## src/hdl/rlsc_div.sv

```systemverilog
`timescale 1ns / 1ps
// ----------------------------------------------------------------------------
// rlsc_div
// Pipelined restoring divider: one quotient bit per stage. The quotient is
// known to fit COORD_BITS+1 bits, so only that many stages are built.
// ----------------------------------------------------------------------------
module rlsc_div #(
   parameter int COORD_BITS = 16
) (
   input  logic                    clock,
   input  logic [2*COORD_BITS-1:0] num,
   input  logic [COORD_BITS-1:0]   den,
   output logic [COORD_BITS:0]     quo,
   output logic                    frac
);
   localparam int N  = COORD_BITS;
   localparam int ST = N + 1;

   logic [N-1:0] rem_ff [ST];
   logic [N:0]   low_ff [ST];
   logic [N-1:0] den_ff [ST];
   logic [N:0]   quo_ff [ST];

   logic [N-1:0] rem_src [ST];
   logic [N:0]   low_src [ST];
   logic [N-1:0] den_src [ST];
   logic [N:0]   quo_src [ST];

   logic [N-1:0] rem_in [ST];
   logic [N:0]   quo_in [ST];

   always_comb begin
      rem_src[0] = {1'b0, num[2*N-1:N+1]};
      low_src[0] = num[N:0];
      den_src[0] = den;
      quo_src[0] = '0;
      for (int k = 1; k < ST; k++) begin
         rem_src[k] = rem_ff[k-1];
         low_src[k] = low_ff[k-1];
         den_src[k] = den_ff[k-1];
         quo_src[k] = quo_ff[k-1];
      end
   end

   always_comb begin
      logic [N:0] trial;
      logic [N:0] diff;
      for (int k = 0; k < ST; k++) begin
         trial     = {rem_src[k], low_src[k][N-k]};
         diff      = trial - {1'b0, den_src[k]};
         quo_in[k] = quo_src[k];
         if (trial >= {1'b0, den_src[k]}) begin
            rem_in[k]      = diff[N-1:0];
            quo_in[k][N-k] = 1'b1;
         end else begin
            rem_in[k] = trial[N-1:0];
         end
      end
   end

   always_ff @(posedge clock) begin
      for (int k = 0; k < ST; k++) begin
         rem_ff[k] <= rem_in[k];
         low_ff[k] <= low_src[k];
         den_ff[k] <= den_src[k];
         quo_ff[k] <= quo_in[k];
      end
   end

   assign quo  = quo_ff[ST-1];
   assign frac = rem_ff[ST-1] != '0;

endmodule

```

## config.mk

```make
export PLATFORM = sky130hd
export DESIGN_NAME = rlsc_div
export DESIGN_NICKNAME = d
export VERILOG_FILES = /design/src/hdl/rlsc_div.sv
export SDC_FILE = /design/constraint.sdc
export NUM_CORES = 1
export LEC_CHECK = 0
export BUFFER_PORTS_ARGS = -buffer_cell sky130_fd_sc_hd__buf_2
export CORE_ASPECT_RATIO = 1.1
export CORE_UTILIZATION = 60
export DETAILED_ROUTE_END_ITERATION = 10
export HOLD_SLACK_MARGIN = 0.1
export PLACE_DENSITY = 0.82
export SYNTH_ARGS = -nofsm -noshare
export SYNTH_HDL_FRONTEND = slang
export SYNTH_SLANG_ARGS = --single-unit
```

## constraint.sdc

```tcl
create_clock -name clock -period 5.37 [get_ports clock]
set_clock_uncertainty 0.1 [all_clocks]
set_input_delay 0.8055 -clock clock [delete_from_list [all_inputs] [get_ports clock]]
set_output_delay 0.8055 -clock clock [all_outputs]
set_load 0.1 [all_outputs]
```

# --- Word-level counts from Yosys, hierarchy flattened ---
# Memory sizes are Yosys's and may differ from the RTL's.
# Cells that the tools add are included.
totals:
  register_bits: 0
  mem_bits_rw: 1122
  in_bits: 49
  output_inout_bits: 18
  n_memories: 4
classes:
  add_sub_neg: 17
  order_cmp: 17
  mux: 34
  n_reduce_logical: 1
mem_list:
  columns: ["memory", "words", "word_bits", "read_ports", "rd_ports_with_merged_regs", "wr", "line_no", "rtl"]
  rows:
  - ["low_ff", 17, 17, 16, 0, 17, "20", "logic [N:0] low_ff [ST];"]
  - ["quo_ff", 17, 17, 17, 0, 17, "22", "logic [N:0] quo_ff [ST];"]
  - ["den_ff", 17, 16, 16, 0, 17, "21", "logic [N-1:0] den_ff [ST];"]
  - ["rem_ff", 17, 16, 17, 0, 17, "19", "logic [N-1:0] rem_ff [ST];"]
ops:
  columns: ["op", "count"]
  rows:
  - ["$ge 17x16->1", 16]
  - ["$mux 16", 17]
  - ["$sub 16x16->16", 17]
  - ["$mux 1", 17]
  - ["$ge 16x16->1", 1]
  - ["$reduce_bool 16->1", 1]

# --- Depth between registers and ports, before layout ---
# An unclocked memory read counts as a cell.
logic_depth:
  depth_word: 3
  mapped_depth: 12
  mapped_depth_nobuf: 11

# --- Least setup slack after synthesis ---
# OpenSTA, ideal clock, no wires.
synth_timing:
  kind: "input to register"
  from: "in num[16]"
  to: "mem rem_ff[0][10] (netlist bit)"
  setup_ns: 0.121
  t_arrival_ns: 3.299
  required_ns: 5.149
  path_slack_ns: 1.851
  path_stages: 12
  path_buffers: 1
  path_cell_list: "inv_1 -> ha_1 -> fa_1 -> nor2b_1 -> o31a_1 -> o211ai_1 -> a21oi_1 -> o41ai_2 -> o31a_1 -> o21ai_1 -> buf_2 -> mux2_2"
synth_lines:
  columns: ["element", "line_no", "rtl"]
  rows:
  - ["start: declaration", "11", "input logic [2*COORD_BITS-1:0] num,"]
  - ["end: declaration", "19", null]

==> impl_metrics.ini <==
[run_status]
status = finished, final reports clean

[clock_network]
cts_setup_buffers = 0
insertion_delay_ps = 630
cts_hold_repair.buffers = 0
cts_resized = 0
cts-buffers-inserted = 80
cts_max_path_buffers = 3
cts.sinks = 817
cts-root-buf = clkbuf_16
cts_tree = built
h-tree-depth = 3
clk_pin_slew_ps = 60

[placement]
dpl_cell_area_um2 = 33900
dpl.hpwl_mm = 46.4
place_inst = 3954
portBuffers = 66
post-place-ws_ps = 1820
place_congestion = 0.930

[detailed_routing]
drt_iter0_drc = 1487
dr_total_vias = 22397
dr.pass1.iters = 7
ant_nets = 0
routed_wl_mm = 63.3
wl_per_cell_um = 15.4
via_per_inst = 5.47
drc_errors = 0

[finish]
nNetsFinal = 3646
drive_above_1_share_pct = 11.8
area_delta_synth_final_pct = 11.2
fin_cells = 4098
final_area_um2 = 36500
antennaDiodeCount = 0
fillers = 4066
fin_util_pct = 67.8

[sta]
fin_hold_ws_ps = 175
rsz0062_at_grt = no
layout_setup_ws_ps = 1750
final_hold_viol_count = 0
worst_pin_slew_ps = 1120
clock.fmax_ghz = 0.276
setup_violations = 0
slew_viol_final = 0
period_needed_ps = 3620
slew_headroom_pct = 24.9
tns_ps = 0
finalCritPeriodShare_pct = 67.4

[power_and_ir_drop]
p_leak_nw = 16.9
pwr-share-seq_pct = 34.6
finalPower_mw = 25.4
swShare_pct = 36.1
power_frac_comb_pct = 43.6
clkPwrFrac_pct = 21.8
p_per_area_nw_per_um2 = 695
intPower_mw = 16.2
power.switching_mw = 9.16
peakVddDrop_v = 0.000357

[global_routing]
grt_start_max_net_pins = 32
grt_first_pass_wirelength_mm = 104
grt_pass1_vias = 21797
antenna_found_initial = 0
grt-ovfl-total = 0
gr-usage-all-layers_pct = 22.9

[logic_synthesis]
synth_edf_count = 0
yosysTopAreaCell = dfxtp_1
synth-adder-area-share_pct = 11.4
synth_cell_types = 73
synth-seq-area-share_pct = 49.8
synth_common_cells = dfxtp_1 (817), inv_1 (359), ha_1 (272)
syn_area_per_cell_um2 = 10.2
synth_compound_area_share_pct = 13.0
ys_ff_latch = 817
netlist_instances = 3208
netlist_area_um2 = 32900
yosys-mux-area-fraction_pct = 6.29
synth_top_family_by_area = compound AO/OA/AOI/OAI gates
synth_fp_nets = 3546
synth-simple-area-share_pct = 9.86
synthFlopType = dfxtp_1
async_reset_ff_share_pct = 0
synth_top_area_share_pct = 49.8
yosysMostFrequentCell = dfxtp_1
yosysWarnings = 0
synth-xor-area-share_pct = 4.66
ys_top_cells_by_area = dfxtp_1 (50%), ha_1 (10%), mux2_2 (5.2%), inv_1 (4.1%), xnor2_1 (3.1%)

[floorplanning]
core-area_um2 = 53900
die_h_um = 247
io_pins = 67
initial_core_util_pct = 61.0
chipWidth_um = 225
die-area_um2 = 55700
num_rows = 89

[run]
maxCapViolations = 0

[critical_path]
required_ps = 5780
crit_arrival_ps = 4030
path_max_fanout = 17
end_kind = flop
criticalPathCategory = reg2reg
cp-start-kind = flop

[min_path]
min-delay-path-class = in2reg
## layer usage
metal	GRT usage, %	wire (um)	up-vias
li1	-	-	11278
met1	28.4	28300	10434
met2	39.3	29600	543
met3	4.07	3480	142
met4	9.60	1960	0
met5	0	0	-
## power groups by stage
stage | clock network [mW] | registers (mW) | logic [mW]
5_1_grt | 5.92 | 8.94 | 12.2
4_1_cts | 5.67 | 8.78 | 11.0
6_report | 5.55 | 8.78 | 11.1
3_5_place_dp | 0 | 8.88 | 10.8
2_1_floorplan | 0 | 8.54 | 9.06
3_3_place_gp | 0 | 8.88 | 10.5
## worst paths after layout
kind                                  to  depth (start not counted)              startpoint  slack (ps)
setup / recovery  rem_ff[0][269]$_DFF_P_                         10  den_ff[0][241]$_DFF_P_        1750
hold / removal     low_ff[0][15]$_DFF_P_                          1                 num[15]         180
setup reg to reg  rem_ff[0][269]$_DFF_P_                         10  den_ff[0][241]$_DFF_P_        1750
hold reg to reg   low_ff[0][187]$_DFF_P_                          0  low_ff[0][170]$_DFF_P_         220
## worst max-delay path, cell delays in order, from the launching register on
cell	delay, ps
dfxtp_1	360
inv_1	50
ha_1	280
nor2b_1	140
o211ai_1	210
nand4_1	220
a311oi_1	620
o31ai_1	160
nor3_1	240
o21a_1	700
mux2_2	420
## cells in the final DEF (no fill, tap or decap), drive strengths merged, types with 51 or more instances in the layout
master and n:
nand2 151, nor2 191, a21oi 189, xnor2 115, a21o 64, mux2 154
ha 272, xor2 60, o21a 51, nor3 52, nand3 58, clkbuf 113
inv 363, dfxtp 817, buf 74, o21ai 144
## cell type report
type	instances	area, um^2	area share, %
Sequential cell	817	16400	44.8
Multi-Input combinational cell	1976	14900	40.7
Clock buffer	113	2330	6.37
Inverter	359	1350	3.69
Tap cell	728	911	2.49
Timing Repair Buffer	74	390	1.07
Clock inverter	31	340	0.932
## state kept, by name, indices dropped and copies added, names as in the netlist
signal / flops
den_ff: 256
quo_ff: 153
rem_ff: 272
low_ff: 136
## cells by family (layout without fill, tap and decap cells)
logic type	Yosys count	after routing
buffers and inverters	415	577
AO/OA/AOI/OAI	658	658
XOR/XNOR	175	175
AND/OR/NAND/NOR	668	668
adder cells (fa/ha/maj)	289	289
multiplexers	186	186
flip-flops	817	817
No activity file was read; power rests on OpenSTA's default activity.
