**src/hdl/rlsc_pkg.sv**
```systemverilog
`timescale 1ns / 1ps
// ----------------------------------------------------------------------------
// rlsc_pkg
// Shared types and constants of the rectangular-window segment clipper.
// ----------------------------------------------------------------------------
package rlsc_pkg;

   localparam int CSR_INDEX_BITS = 2;

   typedef enum logic [CSR_INDEX_BITS-1:0] {
      CSR_CORNER_A_X = 2'd0,
      CSR_CORNER_A_Y = 2'd1,
      CSR_CORNER_B_X = 2'd2,
      CSR_CORNER_B_Y = 2'd3
   } csr_index_type;

   // Bit positions of the outside code
   localparam int CODE_LEFT  = 0;
   localparam int CODE_RIGHT = 1;
   localparam int CODE_ABOVE = 2;
   localparam int CODE_BELOW = 3;

   typedef enum logic [2:0] {
      MODE_PASS,
      MODE_REJECT,
      MODE_CLIP_END,
      MODE_CLIP_START,
      MODE_CLIP_BOTH
   } mode_type;

   typedef enum logic [1:0] {
      EDGE_LEFT,
      EDGE_RIGHT,
      EDGE_TOP,
      EDGE_BOTTOM
   } edge_type;

   typedef struct packed {
      logic       valid;
      mode_type   mode;
      logic [1:0] found;
      logic [1:0] neg;
      edge_type   edge_sel0;
      edge_type   edge_sel1;
   } ctl_type;

endpackage

```
**src/hdl/rlsc_back.sv**
```systemverilog
`timescale 1ns / 1ps
// ----------------------------------------------------------------------------
// rlsc_back
// Turns quotients into clipped coordinates (truncated toward zero), orders
// the endpoints and registers the response.
// ----------------------------------------------------------------------------
module rlsc_back #(
   parameter int COORD_BITS = 16
) (
   input  logic                         clock,
   input  logic                         reset,
   input  rlsc_pkg::ctl_type            ctl,
   input  logic signed [COORD_BITS-1:0] pt_x [2],
   input  logic signed [COORD_BITS-1:0] pt_y [2],
   input  logic        [COORD_BITS:0]   quo [2],
   input  logic        [1:0]            frac,
   input  logic signed [COORD_BITS-1:0] win_xl,
   input  logic signed [COORD_BITS-1:0] win_xr,
   input  logic signed [COORD_BITS-1:0] win_yb,
   input  logic signed [COORD_BITS-1:0] win_yt,
   output logic                         rsp_valid,
   output logic                         rsp_visible,
   output logic signed [COORD_BITS-1:0] rsp_out_start_x,
   output logic signed [COORD_BITS-1:0] rsp_out_start_y,
   output logic signed [COORD_BITS-1:0] rsp_out_end_x,
   output logic signed [COORD_BITS-1:0] rsp_out_end_y
);
   import rlsc_pkg::*;

   localparam int N = COORD_BITS;
   localparam int W = N + 3;

   logic signed [N-1:0] cx [2];
   logic signed [N-1:0] cy [2];

   always_comb begin
      edge_type            esel;
      logic signed [N-1:0] base;
      logic signed [W-1:0] qext;
      logic signed [W-1:0] qadj;
      logic signed [W-1:0] fl;
      logic signed [W-1:0] res;
      for (int e = 0; e < 2; e++) begin
         esel = (e == 0) ? ctl.edge_sel0 : ctl.edge_sel1;
         base = (esel == EDGE_LEFT || esel == EDGE_RIGHT) ? pt_y[e] : pt_x[e];
         qext = W'(quo[e]);
         qadj = ctl.neg[e] ? -(qext + W'(frac[e])) : qext;
         fl   = W'(base) + qadj;
         // round the floor back up for negative values with a fraction
         if (frac[e] && fl[W-1]) begin
            res = fl + W'(1);
         end else begin
            res = fl;
         end
         case (esel)
            EDGE_LEFT: begin
               cx[e] = win_xl;
               cy[e] = res[N-1:0];
            end
            EDGE_RIGHT: begin
               cx[e] = win_xr;
               cy[e] = res[N-1:0];
            end
            EDGE_TOP: begin
               cx[e] = res[N-1:0];
               cy[e] = win_yt;
            end
            default: begin
               cx[e] = res[N-1:0];
               cy[e] = win_yb;
            end
         endcase
      end
   end

   logic                vis_in;
   logic signed [N-1:0] sx_in, sy_in, ex_in, ey_in;

   always_comb begin
      vis_in = 1'b0;
      sx_in  = pt_x[0];
      sy_in  = pt_y[0];
      ex_in  = pt_x[1];
      ey_in  = pt_y[1];
      case (ctl.mode)
         MODE_PASS: begin
            vis_in = 1'b1;
         end
         MODE_CLIP_END: begin
            vis_in = ctl.found[1];
            ex_in  = cx[1];
            ey_in  = cy[1];
         end
         MODE_CLIP_START: begin
            vis_in = ctl.found[0];
            sx_in  = pt_x[1];
            sy_in  = pt_y[1];
            ex_in  = cx[0];
            ey_in  = cy[0];
         end
         MODE_CLIP_BOTH: begin
            vis_in = ctl.found[0] && ctl.found[1];
            sx_in  = cx[0];
            sy_in  = cy[0];
            ex_in  = cx[1];
            ey_in  = cy[1];
         end
         default: begin
            vis_in = 1'b0;
         end
      endcase
      // drop coordinates of a rejected segment
      if (!vis_in) begin
         sx_in = '0;
         sy_in = '0;
         ex_in = '0;
         ey_in = '0;
      end
   end

   logic                valid_ff;
   logic                vis_ff;
   logic signed [N-1:0] sx_ff, sy_ff, ex_ff, ey_ff;

   always_ff @(posedge clock) begin
      if (reset) begin
         valid_ff <= 1'b0;
      end else begin
         valid_ff <= ctl.valid;
      end
      vis_ff <= vis_in;
      sx_ff  <= sx_in;
      sy_ff  <= sy_in;
      ex_ff  <= ex_in;
      ey_ff  <= ey_in;
   end

   assign rsp_valid       = valid_ff;
   assign rsp_visible     = vis_ff;
   assign rsp_out_start_x = sx_ff;
   assign rsp_out_start_y = sy_ff;
   assign rsp_out_end_x   = ex_ff;
   assign rsp_out_end_y   = ey_ff;

endmodule

```
**config.mk**
```make
export PLATFORM = sky130hd
export DESIGN_NAME = rlsc_back
export DESIGN_NICKNAME = d
export VERILOG_FILES = /design/src/hdl/rlsc_pkg.sv /design/src/hdl/rlsc_back.sv
export SDC_FILE = /design/constraint.sdc
export NUM_CORES = 1
export LEC_CHECK = 0
export BUFFER_PORTS_ARGS = -buffer_cell sky130_fd_sc_hd__buf_4
export CORE_MARGIN = 2
export CORE_UTILIZATION = 49
export DETAILED_ROUTE_END_ITERATION = 10
export GPL_TIMING_DRIVEN = 0
export PLACE_DENSITY = 0.79
export SLEW_MARGIN = 20
export SYNTH_ARGS = -nofsm -noshare
export SYNTH_HDL_FRONTEND = slang
export SYNTH_SLANG_ARGS = --single-unit
```
**constraint.sdc**
```tcl
create_clock -name clock -period 5.5 [get_ports clock]
set_input_delay 0.825 -clock clock [delete_from_list [all_inputs] [get_ports clock]]
set_output_delay 0.825 -clock clock [all_outputs]
set_load 0.01 [all_outputs]
```
==> Yosys cells after proc, flatten, opt, wreduce, memory -nomap -nowiden <==
Index checks and enable logic that the tools add are counted.
{ "classes": {"add_sub_neg": 8, "reduce_logical": 11, "mux": 15, "eq_ne": 7} }
{ "ops": {"columns": ["cell", "count"], "rows": [
  ["one-hot mux 16 bit (2 select lines)", 8],
  ["2-to-1 mux 16 bit", 4],
  ["adder 16 x 19 -> 19 bit", 2],
  ["2-to-1 mux 19 bit", 2],
  ["negation 18 -> 19 bit", 2],
  ["adder 17 x 1 -> 18 bit", 2],
  ["adder 16 x 2 -> 16 bit, second input constant", 2],
  ["== test 3 x 2 -> 1 bit, second input constant", 2],
  ["OR reduction 2 bit", 3],
  ["== test 2 x 1 -> 1 bit, second input constant", 2],
  ["== test 2 bit, second input constant", 2],
  ["logical NOT 2 bit", 2],
  ["one-hot mux 1 bit (4 select lines)", 1],
  ["== test 3 bit, second input constant", 1],
  ["logical AND 1 bit", 3],
  ["logical NOT 3 bit", 1],
  ["logical OR 1 bit", 2]
]} }
{ "word_totals": {"input_bits": 178, "regBits": 66, "word_cells": 47, "output_inout_bits": 66} }

==> Logic depth before layout (Yosys ltp) <==
Gate-level depths: netlist of the first run.
{ "logic_depth": {"depth_word": 8, "depth_mapped": 28, "ltp_nobuf": 28} }

==> Worst setup path after synthesis of the first run <==
Ideal clock, no wire load.
{ "synth_path": {"kind": "input to register", "from": "input port quo[17] in the netlist's numbering", "to": "register ey_ff[2], in the netlist rsp_out_end_y[2]", "n_path_buf": 1, "path_slack_ns": -0.070, "setup_ns": 0.122, "cell_stages": 26, "t_required_ns": 5.378, "t_arrival_ns": 5.448, "path_cell_list": "inv_1 ha_1 ha_1 inv_1 ha_1 o21bai_1 a21oi_1 o21bai_1 a211oi_1 o31ai_1 o41ai_1 nor2_1 a2111oi_0 o21ai_0 xnor2_1 and2_1 ha_1 a21oi_1 nand2_1 o21ai_4 xor2_4 mux2i_1 or2_2 clkbuf_1 xnor2_1 a221o_1"} }
{ "synth_between": {"elab_chain_cells": 8, "elab_cells_between_ends": 9, "cone_classes": "add/sub: 4; mux: 4; reduce/logical: 1"} }
{ "synth_lines": {"columns": ["item", "line_no", "text"], "rows": [
  ["start: declaration", "rlsc_back.sv:15", "input logic [COORD_BITS:0] quo [2],"],
  ["adder 17 x 1 -> 18 bit", "rlsc_back.sv:47", "qadj = ctl.neg[e] ? -(qext + W'(frac[e])) : qext;"],
  ["negation 18 -> 19 bit", "rlsc_back.sv:47", null],
  ["2-to-1 mux 19 bit (*)", "rlsc_back.sv:47", null],
  ["adder 16 x 19 -> 19 bit (*)", "rlsc_back.sv:48", "fl = W'(base) + qadj;"],
  ["adder 16 x 2 -> 16 bit / logical AND 1 bit (equally long branches)", "rlsc_back.sv:51, rlsc_back.sv:50", null],
  ["2-to-1 mux 16 bit (*)", "rlsc_back.sv:50", "if (frac[e] && fl[W-1]) begin"],
  ["one-hot mux 16 bit (2 select lines) (*)", "rlsc_back.sv:55", "case (esel)"],
  ["one-hot mux 16 bit (2 select lines) (*)", "rlsc_back.sv:85", "case (ctl.mode)"],
  ["end signal: assignment", "rlsc_back.sv:135", "ey_ff <= ey_in;"],
  ["end: declaration", "rlsc_back.sv:123", "logic signed [N-1:0] sx_ff, sy_ff, ex_ff, ey_ff;"]
]} }
Every way passes the cells marked *; elsewhere a longest branch is shown, timed or not.
A chain may end at the register's enable or synchronous reset.

==> Final worst setup path of the first run <==
{ "layout_path": {"from": "input port frac[1]", "to": "register ey_ff[15], in the netlist rsp_out_end_y[15]"} }
{ "layout_between": {"elab_chain_cells": 8, "elab_cells_between_ends": 9, "cone_classes": "add/sub: 4; mux: 4; reduce/logical: 1"} }
{ "layout_lines": {"columns": ["item", "line_no", "text"], "rows": [
  ["start: declaration", "rlsc_back.sv:16", "input logic [1:0] frac,"],
  ["adder 17 x 1 -> 18 bit", "rlsc_back.sv:47", null],
  ["negation 18 -> 19 bit", "rlsc_back.sv:47", null],
  ["2-to-1 mux 19 bit", "rlsc_back.sv:47", null],
  ["adder 16 x 19 -> 19 bit", "rlsc_back.sv:48", null],
  ["adder 16 x 2 -> 16 bit / logical AND 1 bit (equally long branches)", "rlsc_back.sv:51, rlsc_back.sv:50", null],
  ["2-to-1 mux 16 bit (*)", "rlsc_back.sv:50", null],
  ["one-hot mux 16 bit (2 select lines) (*)", "rlsc_back.sv:55", null],
  ["one-hot mux 16 bit (2 select lines) (*)", "rlsc_back.sv:85", null]
]} }
Marks and branches as above.

==> results.toml, run 1 <==
[setup_path]
path_buf_inv = 5
worstSetupPathType = "input port to flip-flop"
critPathMaxFanout = 6
critPathArrivalTime_ns = 5.59
cp.required_ns = 5.73
crit_slowest_cell = "or3_4"
slowest_delay_ns = 0.38
crit_family = "simple AND/OR/NAND/NOR gates"
end_kind = "flip-flop"
start_kind = "input port"

[synthesis]
ys_ff_latch = 66
syn_avg_cell_area_um2 = 7.54
yosys.area.top_type = "dfxtp_1"
synth_ff_type = "dfxtp_1"
synth_top_cell_area_share = 0.150
synth_edf_count = 0
ys_warn_count = 0
ys_top_cells_by_area = "dfxtp_1 (15%), ha_1 (11%), mux2i_1 (6.5%), xnor2_1 (6.0%), mux2_2 (5.2%)"
syn-instance-count = 1171
synthDistinctLibCells = 80
synth_area_mm2 = 0.00883
async_flop_share = 0
ys_seq_area_frac = 0.150
synthesis.nets = 1429

[cts]
numCtsBuffers = 9
clock-sinks = 66
clk_pin_slew_worst_paths_ns = 0.07
htreeDepth = 3
cts_tree = "yes"
root_buffer = "clkbuf_16"
cts_buffer_depth = 2

[sta]
drv_slew = 0
rsz0062_at_grt = "true"
fmax_ghz = 0.187
setup_violations = 0
hold_ws_ns = 0.617
worst_pin_slew_ns = 1.05
finalHoldViolations = 0
post-route-period-util = 0.974
min_period_ns = 5.36
relSlewSlack = 0.296

[finish]
final_area_mm2 = 0.0118
diodes = 0
fillers = 1539
final_layout_size_suffix_gt1_frac = 0.281
regArea_mm2 = 0.00132
nets = 1689
multi_input_area_mm2 = 0.00754
area_growth_pct = 34.0

[drt]
first_pass_iters = 6
postRouteAntennaNets = 0
wirelength_um = 39100
vias = 10800
drc = 0
wire_per_inst_um = 23.5
first_iter_violations = 1445
vias_per_cell = 6.48

[hold_path]
worstHoldStart = "reset"
min_to = "rsp_valid$_SDFF_PP0_"
hold_depth = 2
min_path_type = "input port to flip-flop"

[floorplanning]
rows = 49
start_util = 0.495
fp.dieH_um = 138
dieArea_mm2 = 0.0191
core_mm2 = 0.0178
die_w_um = 138
io_pins = 244

[global_routing]
grt_pass1_wl_um = 56900
overflow = 0
grt_max_degree = 15
antenna_found_initial = 1
track_usage = 0.382
grt_pass1_vias = 9763

[outcome]
status = "complete, no violations"

[power_and_ir_drop]
p_sw_uw = 1330
internal_power_uw = 1550
pwr-share-seq = 0.184
p_per_area_mw_per_mm2 = 244
p_comb_frac = 0.613
ir_drop_mv = 0.181
clockPowerShare = 0.203
p_leak_uw = 0.00521
swShare = 0.462

[placement]
gp_congestion = 1.01
port-buffer-count = 238
dp_hpwl_um = 31500
placed_area_mm2 = 0.0109

[run]
max_cap_violations = 0
synthesized netlist by cell type (27+ instances only):
cell      count
a21oi_1      75
clkbuf_1     45
dfxtp_1      66
ha_1         78
inv_1        68
mux2_2       41
mux2i_1      57
nand2_1     106
nor2_1      101
nor3_1       28
o21ai_0      86
o22ai_1      27
xnor2_1      60
cell families (layout without fill, tap and decap cells):
logic type	Yosys count	count (layout)	synth area share
simple gates	344	344	0.187
compound gates	370	370	0.286
mux	98	98	0.117
flops	66	66	0.150
xor+xnor	87	87	0.0893
buf+inv	126	391	0.0554
fa+ha+maj	80	80	0.115
power by group through the flow:
stage | clock [uW] | combinational [uW] | sequential (uW)
after floorplan | 0 | 983 | 559
after global placement | 0 | 1490 | 539
after detailed placement | 0 | 1500 | 540
after CTS | 585 | 1570 | 530
after global routing | 606 | 1860 | 533
final | 585 | 1770 | 530
worst max path at each step:
stage / startpoint / depth (start not counted) / to / slack, ns
final: frac[1] / 31 / rsp_out_end_y[15]$_SDFF_PN0_ / 0.14
after global routing: frac[1] / 31 / rsp_out_end_x[14]$_SDFF_PN0_ / -0.05
after CTS: frac[1] / 29 / rsp_out_end_y[8]$_SDFF_PN0_ / -0.02
after detailed placement: frac[0] / 27 / rsp_out_end_x[3]$_SDFF_PN0_ / -1.06
after global placement: frac[0] / 27 / rsp_out_end_x[3]$_SDFF_PN0_ / -1.04
after floorplan: quo[17] / 26 / rsp_out_end_y[2]$_SDFF_PN0_ / 0.06
state kept, by name, indices dropped and copies added, names as in the netlist:
name	flops
rsp_out_start_x	16
rsp_valid	1
rsp_out_end_x	16
rsp_out_end_y	16
rsp_out_start_y	16
rsp_visible	1
per-stage QoR:
step | power (uW) | cells | TNS, ns | setup slack, ns | utilization
after floorplan | 1540 | 1171 | 0 | 0.0564 | -
after global placement | 2030 | 1638 | -43.93 | -1.04 | 0.611
after detailed placement | 2040 | 1638 | -46.22 | -1.06 | 0.611
after CTS | 2680 | 1660 | -0.0197 | -0.0197 | 0.637
after global routing | 3000 | 1665 | -0.581 | -0.0527 | 0.663
final | 2880 | 1665 | 0 | 0.141 | 0.663
per-layer routing:
metal | part of all wire | up-vias | routed length [um] | track usage
li1 | - | 4860 | - | -
met1 | 0.40 | 4912 | 15600 | 0.524
met2 | 0.42 | 864 | 16300 | 0.564
met3 | 0.14 | 152 | 5300 | 0.107
met4 | 0.049 | 2 | 1900 | 0.159
met5 | 0.00033 | - | 13 | 0
layout make-up:
cell class,count,share of cell area
Multi-Input combinational cell,979,0.638
Buffer,53,0.0184
Timing Repair Buffer,253,0.162
Clock buffer,9,0.0190
Inverter,69,0.0223
Sequential cell,66,0.112
Tap cell,229,0.0242
Clock inverter,7,0.00518
what timing repair did:
action	in CTS	in global routing
resized for setup	30	75
hold buffers	0	0
hold endpoints to repair	0	0
endpoints found under the setup margin	62	64
setup buffers	8	6
pin swaps	10	40
gates cloned	0	1
layout by cell type, fill, tap and decap left out, types with 26 or more instances in the layout:
| cell | count |
|---|---|
| a21oi_1 | 67 |
| buf_4 | 248 |
| clkbuf_1 | 41 |
| dfxtp_1 | 66 |
| ha_1 | 70 |
| inv_1 | 64 |
| mux2_2 | 41 |
| mux2i_1 | 54 |
| nand2_1 | 106 |
| nor2_1 | 101 |
| o21ai_0 | 79 |
| o22ai_1 | 26 |
| xnor2_1 | 50 |
Note: power is estimated with default switching activity, not from simulation.
==> run 2, diff against run 1 <==
Settings changed: CORE_ASPECT_RATIO set to 0.8, GPL_TIMING_DRIVEN 0 to unset.
==> run 2 against run 1 <==
Utilization is 2.8 points higher. Power is 3.4% higher. Critical endpoint is now rsp_out_end_x[12]$_SDFF_PN0_. Hold slack better by 0.021 ns. Cell count is 2.0% higher. Clock-buffer cell count is 2 higher. Fmax is 0.29% higher. Largest cell class unchanged.
==> results.toml, run 2 (synthesis results as in run 1) <==
[finish]
layout_common_cells = "buf_4 (341), nand2_1 (106), nor2_1 (98)"
diodes = 0
final_common_cell = "buf_4"
regArea_mm2 = 0.00132
fillers = 1462
final_area_mm2 = 0.0121
area_growth_pct = 36.8
final_layout_size_suffix_gt1_frac = 0.318
multi_input_area_mm2 = 0.00732
nets = 1727

[setup_path]
cp.required_ns = 5.74
path_buf_inv = 7
crit_slowest_cell = "xnor2_4"
start_kind = "input port"
cp_common_cell = "buf_4"
critPathArrivalTime_ns = 5.58
slowest_delay_ns = 0.38
crit_family = "compound AO/OA/AOI/OAI gates"
critPathMaxFanout = 6
worstSetupPathType = "input port to flip-flop"
end_kind = "flip-flop"

[drt]
drc = 0
first_iter_violations = 1323
postRouteAntennaNets = 0
wirelength_um = 36400
vias = 10800
wire_per_inst_um = 21.4
first_pass_iters = 6
vias_per_cell = 6.34

[power_and_ir_drop]
clockPowerShare = 0.205
p_sw_uw = 1270
p_leak_uw = 0.00551
p_per_area_mw_per_mm2 = 247
p_total_uw = 2980
p_comb_frac = 0.614
ir_drop_mv = 0.182
swShare = 0.425
pwr-share-seq = 0.181
internal_power_uw = 1710

[floorplanning]
die_w_um = 154
core_mm2 = 0.0175
start_util = 0.505
rows = 43
dieArea_mm2 = 0.0191
io_pins = 244
fp.dieH_um = 124

[cts]
cts_buffer_depth = 2
clk_pin_slew_worst_paths_ns = 0.06
root_buffer = "clkbuf_16"
clock-sinks = 66
htreeDepth = 3
cts-hold-fix-buffers = 0
cts_tree = "yes"
numCtsBuffers = 9

[placement]
port-buffer-count = 243
dp_hpwl_um = 29000
pre_cts_ws_ns = -0.481
gp_congestion = 1.05
placed_area_mm2 = 0.0114

[global_routing]
grt_pass1_wl_um = 53200
antenna_found_initial = 0
track_usage = 0.363
overflow = 0
grt_pass1_vias = 9554
grt_max_degree = 53

[sta]
fmax_ghz = 0.187
post-route-period-util = 0.972
relSlewSlack = 0.375
timing.final.ws_setup_ns = 0.156
finalHoldViolations = 0
worst_pin_slew_ns = 0.930
drv_slew = 0
rsz0062_at_grt = "true"
setup_violations = 0
min_period_ns = 5.34
hold_ws_ns = 0.638

[hold_path]
worstHoldStart = "reset"
min_path_type = "input port to flip-flop"
hold_depth = 2
min_to = "rsp_valid$_SDFF_PP0_"

[run]
max_cap_violations = 0

[outcome]
status = "complete, no violations"
-- run 2: how the worst max path moves through the flow --
stage                                      to  depth (start not counted)    start  slack, ns
2_1_floorplan     rsp_out_end_y[2]$_SDFF_PN0_                         26  quo[17]       0.06
3_3_place_gp   rsp_out_start_x[15]$_SDFF_PN0_                         28  quo[17]      -0.38
3_5_place_dp   rsp_out_start_y[15]$_SDFF_PN0_                         28  quo[17]      -0.48
4_1_cts           rsp_out_end_x[7]$_SDFF_PN0_                         27  quo[17]      0.006
5_1_grt          rsp_out_end_y[13]$_SDFF_PN0_                         32  frac[1]      -0.08
6_report         rsp_out_end_x[12]$_SDFF_PN0_                         31  frac[1]       0.16
-- run 2: routing by layer --
| metal | track usage | part of all wire |
|---|---|---|
| met1 | 0.508 | 0.42 |
| met4 | 0.131 | 0.038 |
| met5 | 0 | 0 |
| met2 | 0.556 | 0.43 |
| met3 | 0.0696 | 0.11 |
-- run 2: layout make-up --
class | count | area share
multi-input combinational | 979 | 0.606
sequential | 66 | 0.109
tap | 225 | 0.0233
timing repair buffer | 344 | 0.215
inverter | 69 | 0.0214
clock inverter | 5 | 0.00435
clock buffer | 11 | 0.0209
-- run 2: power by group through the flow --
stage	combinational (uW)	sequential, uW	clock [uW]
3_5_place_dp	1650	549	0
3_3_place_gp	1620	551	0
2_1_floorplan	983	559	0
6_report	1830	540	612
4_1_cts	1670	539	616
5_1_grt	1940	541	638
-- run 2: through the flow --
stage | cells | utilization | TNS, ns
floorplan | 1171 | - | 0
global placement | 1671 | 0.651 | -13.52
detailed placement | 1671 | 0.651 | -19.73
CTS | 1687 | 0.670 | 0
global route | 1699 | 0.691 | -0.437
finish | 1699 | 0.691 | 0
-- run 2: what timing repair did --
item / CTS / global route
endpoints found under the setup margin: 23 / 64
pin swaps: 4 / 40
resized for setup: 7 / 60
buffers inserted: 0 / 12
gates cloned: 0 / 0
==> run 3, diff against run 2 <==
Settings changed: CORE_ASPECT_RATIO 0.8 to 1.1, GPL_ROUTABILITY_DRIVEN set to 0.
==> run 3 against run 2 <==
Via count about the same. Power decreased by 3.0%. Final area decreased by 2.9%. Die area about the same. Worst setup slack improved by 0.097 ns. Non-clock buffer count decreased by 33. Sequential cell count unchanged. Wire length decreased by 2.8%. Largest cell class unchanged. Largest power group unchanged. Highest routed layer unchanged.
==> results.toml, run 3 (synthesis results as in run 1) <==
[outcome]
status = "complete, no violations"

[global_routing]
grt_use_met1 = 0.425
globalRoute.busiestLayer = "met2"
overflow = 0
grt_pass1_wl_um = 53000
grt_pass1_vias = 9876
use_met3 = 0.0749
met2_usage = 0.595
antenna_found_initial = 0
grt_max_degree = 53
track_usage = 0.351

[placement]
dp_hpwl_um = 27800
port-buffer-count = 243

[cts]
htreeDepth = 3
clk_pin_slew_worst_paths_ns = 0.06
root_buffer = "clkbuf_16"
cts_buffer_depth = 2
cts-hold-fix-buffers = 0
numCtsBuffers = 9
clock-sinks = 66
cts_tree = "yes"

[sta]
min_period_ns = 5.25
worst_pin_slew_ns = 1.21
finalHoldViolations = 0
post-route-period-util = 0.954
setup_violations = 0
fmax_ghz = 0.191
drv_slew = 0
relSlewSlack = 0.194

[setup_path]
cp.required_ns = 5.73
end_kind = "flip-flop"
critPathMaxFanout = 4
worstSetupPathType = "input port to flip-flop"
start_kind = "input port"
critPathArrivalTime_ns = 5.48

[hold_path]
min_path_type = "input port to flip-flop"

[drt]
drc = 0
postRouteAntennaNets = 0
wire_per_inst_um = 21.1
vias_per_cell = 6.42
first_iter_violations = 1559
wirelength_um = 35400
vias = 10800
first_pass_iters = 8

[finish]
nets = 1694
final_common_cell = "buf_4"
final_layout_size_suffix_gt1_frac = 0.290
area_growth_pct = 32.9
layout_common_cells = "buf_4 (310), nand2_1 (106), nor2_1 (98)"
diodes = 0
fillers = 1506
post-route-util = 0.664

[run]
max_cap_violations = 0

[floorplanning]
start_util = 0.499
die_w_um = 132
rows = 51
fp.dieH_um = 145
io_pins = 244
core_mm2 = 0.0177
dieArea_mm2 = 0.0191

[power_and_ir_drop]
p_total_uw = 2890
p_per_area_mw_per_mm2 = 247
p_leak_uw = 0.00532
ir_drop_mv = 0.156
==> run 3: stage by stage <==
stage	instance area [um2]	std cells	worst slack (ns)	setup TNS, ns	hold WS, ns
floorplan	8830	1171	0.0564	0	0.897
global placement	11200	1657	-0.266	-8.13	0.979
detailed placement	11200	1657	-0.486	-19.80	0.983
CTS	11600	1675	0.00923	0	0.629
global route	11700	1679	-0.0561	-0.514	0.642
finish	11700	1679	0.254	0	0.625
==> run 3: worst max-delay path, stage by stage <==
cell and delay (ns):
buf_4 0.07, inv_1 0.05, ha_1 0.19, ha_1 0.19
inv_1 0.06, ha_1 0.15, o21bai_1 0.08, a21oi_2 0.14
o21bai_1 0.11, a211oi_2 0.30, o31ai_2 0.12, o41ai_2 0.31
nor2_1 0.11, a2111oi_2 0.20, o21ai_1 0.12, xnor2_1 0.13
and2_1 0.15, ha_1 0.30, a21oi_2 0.15, nand2_1 0.11
o21ai_4 0.22, xor2_4 0.25, mux2i_1 0.11, buf_4 0.16
or2_2 0.33, xnor2_2 0.17, a221o_1 0.34
==> run 3: per-layer routing <==
metal  share of wire  vias to the layer above  wire [um]
met5               0                        -          0
met4           0.061                        0       2160
met3            0.13                      191       4440
met2            0.45                      796      16100
met1            0.36                     4911      12800
li1                -                     4873          -
==> run 3: area by class of cell <==
class,count,area [um2],share of cell area
Clock inverter,6,91.3,0.00779
Tap cell,238,298,0.0254
Inverter,69,259,0.0221
Sequential cell,66,1320,0.113
Timing Repair Buffer,311,2340,0.199
Multi-Input combinational cell,979,7190,0.613
Clock buffer,10,229,0.0195
==> run 3: what timing repair did <==
action | in CTS | in global routing
setup endpoints to repair | 30 | 63
buffers inserted | 2 | 4
endpoints found under the hold margin | 0 | 0
pin swaps | 4 | 21
gates resized for setup | 5 | 29
==> run 3: path summary, 6_finish.rpt <==
path	from	to	cells after the start	slack [ns]
min	reset	rsp_valid$_SDFF_PP0_	2	0.63
max	quo[17]	rsp_out_end_x[2]$_SDFF_PN0_	27	0.25
==> run 3: power breakdown <==
part           switching, uW  internal (uW)  leakage (uW)
Clock                    246            398      0.000145
Sequential              23.9            518      0.000543
Combinational            963            743       0.00463
Total                   1230           1660       0.00532
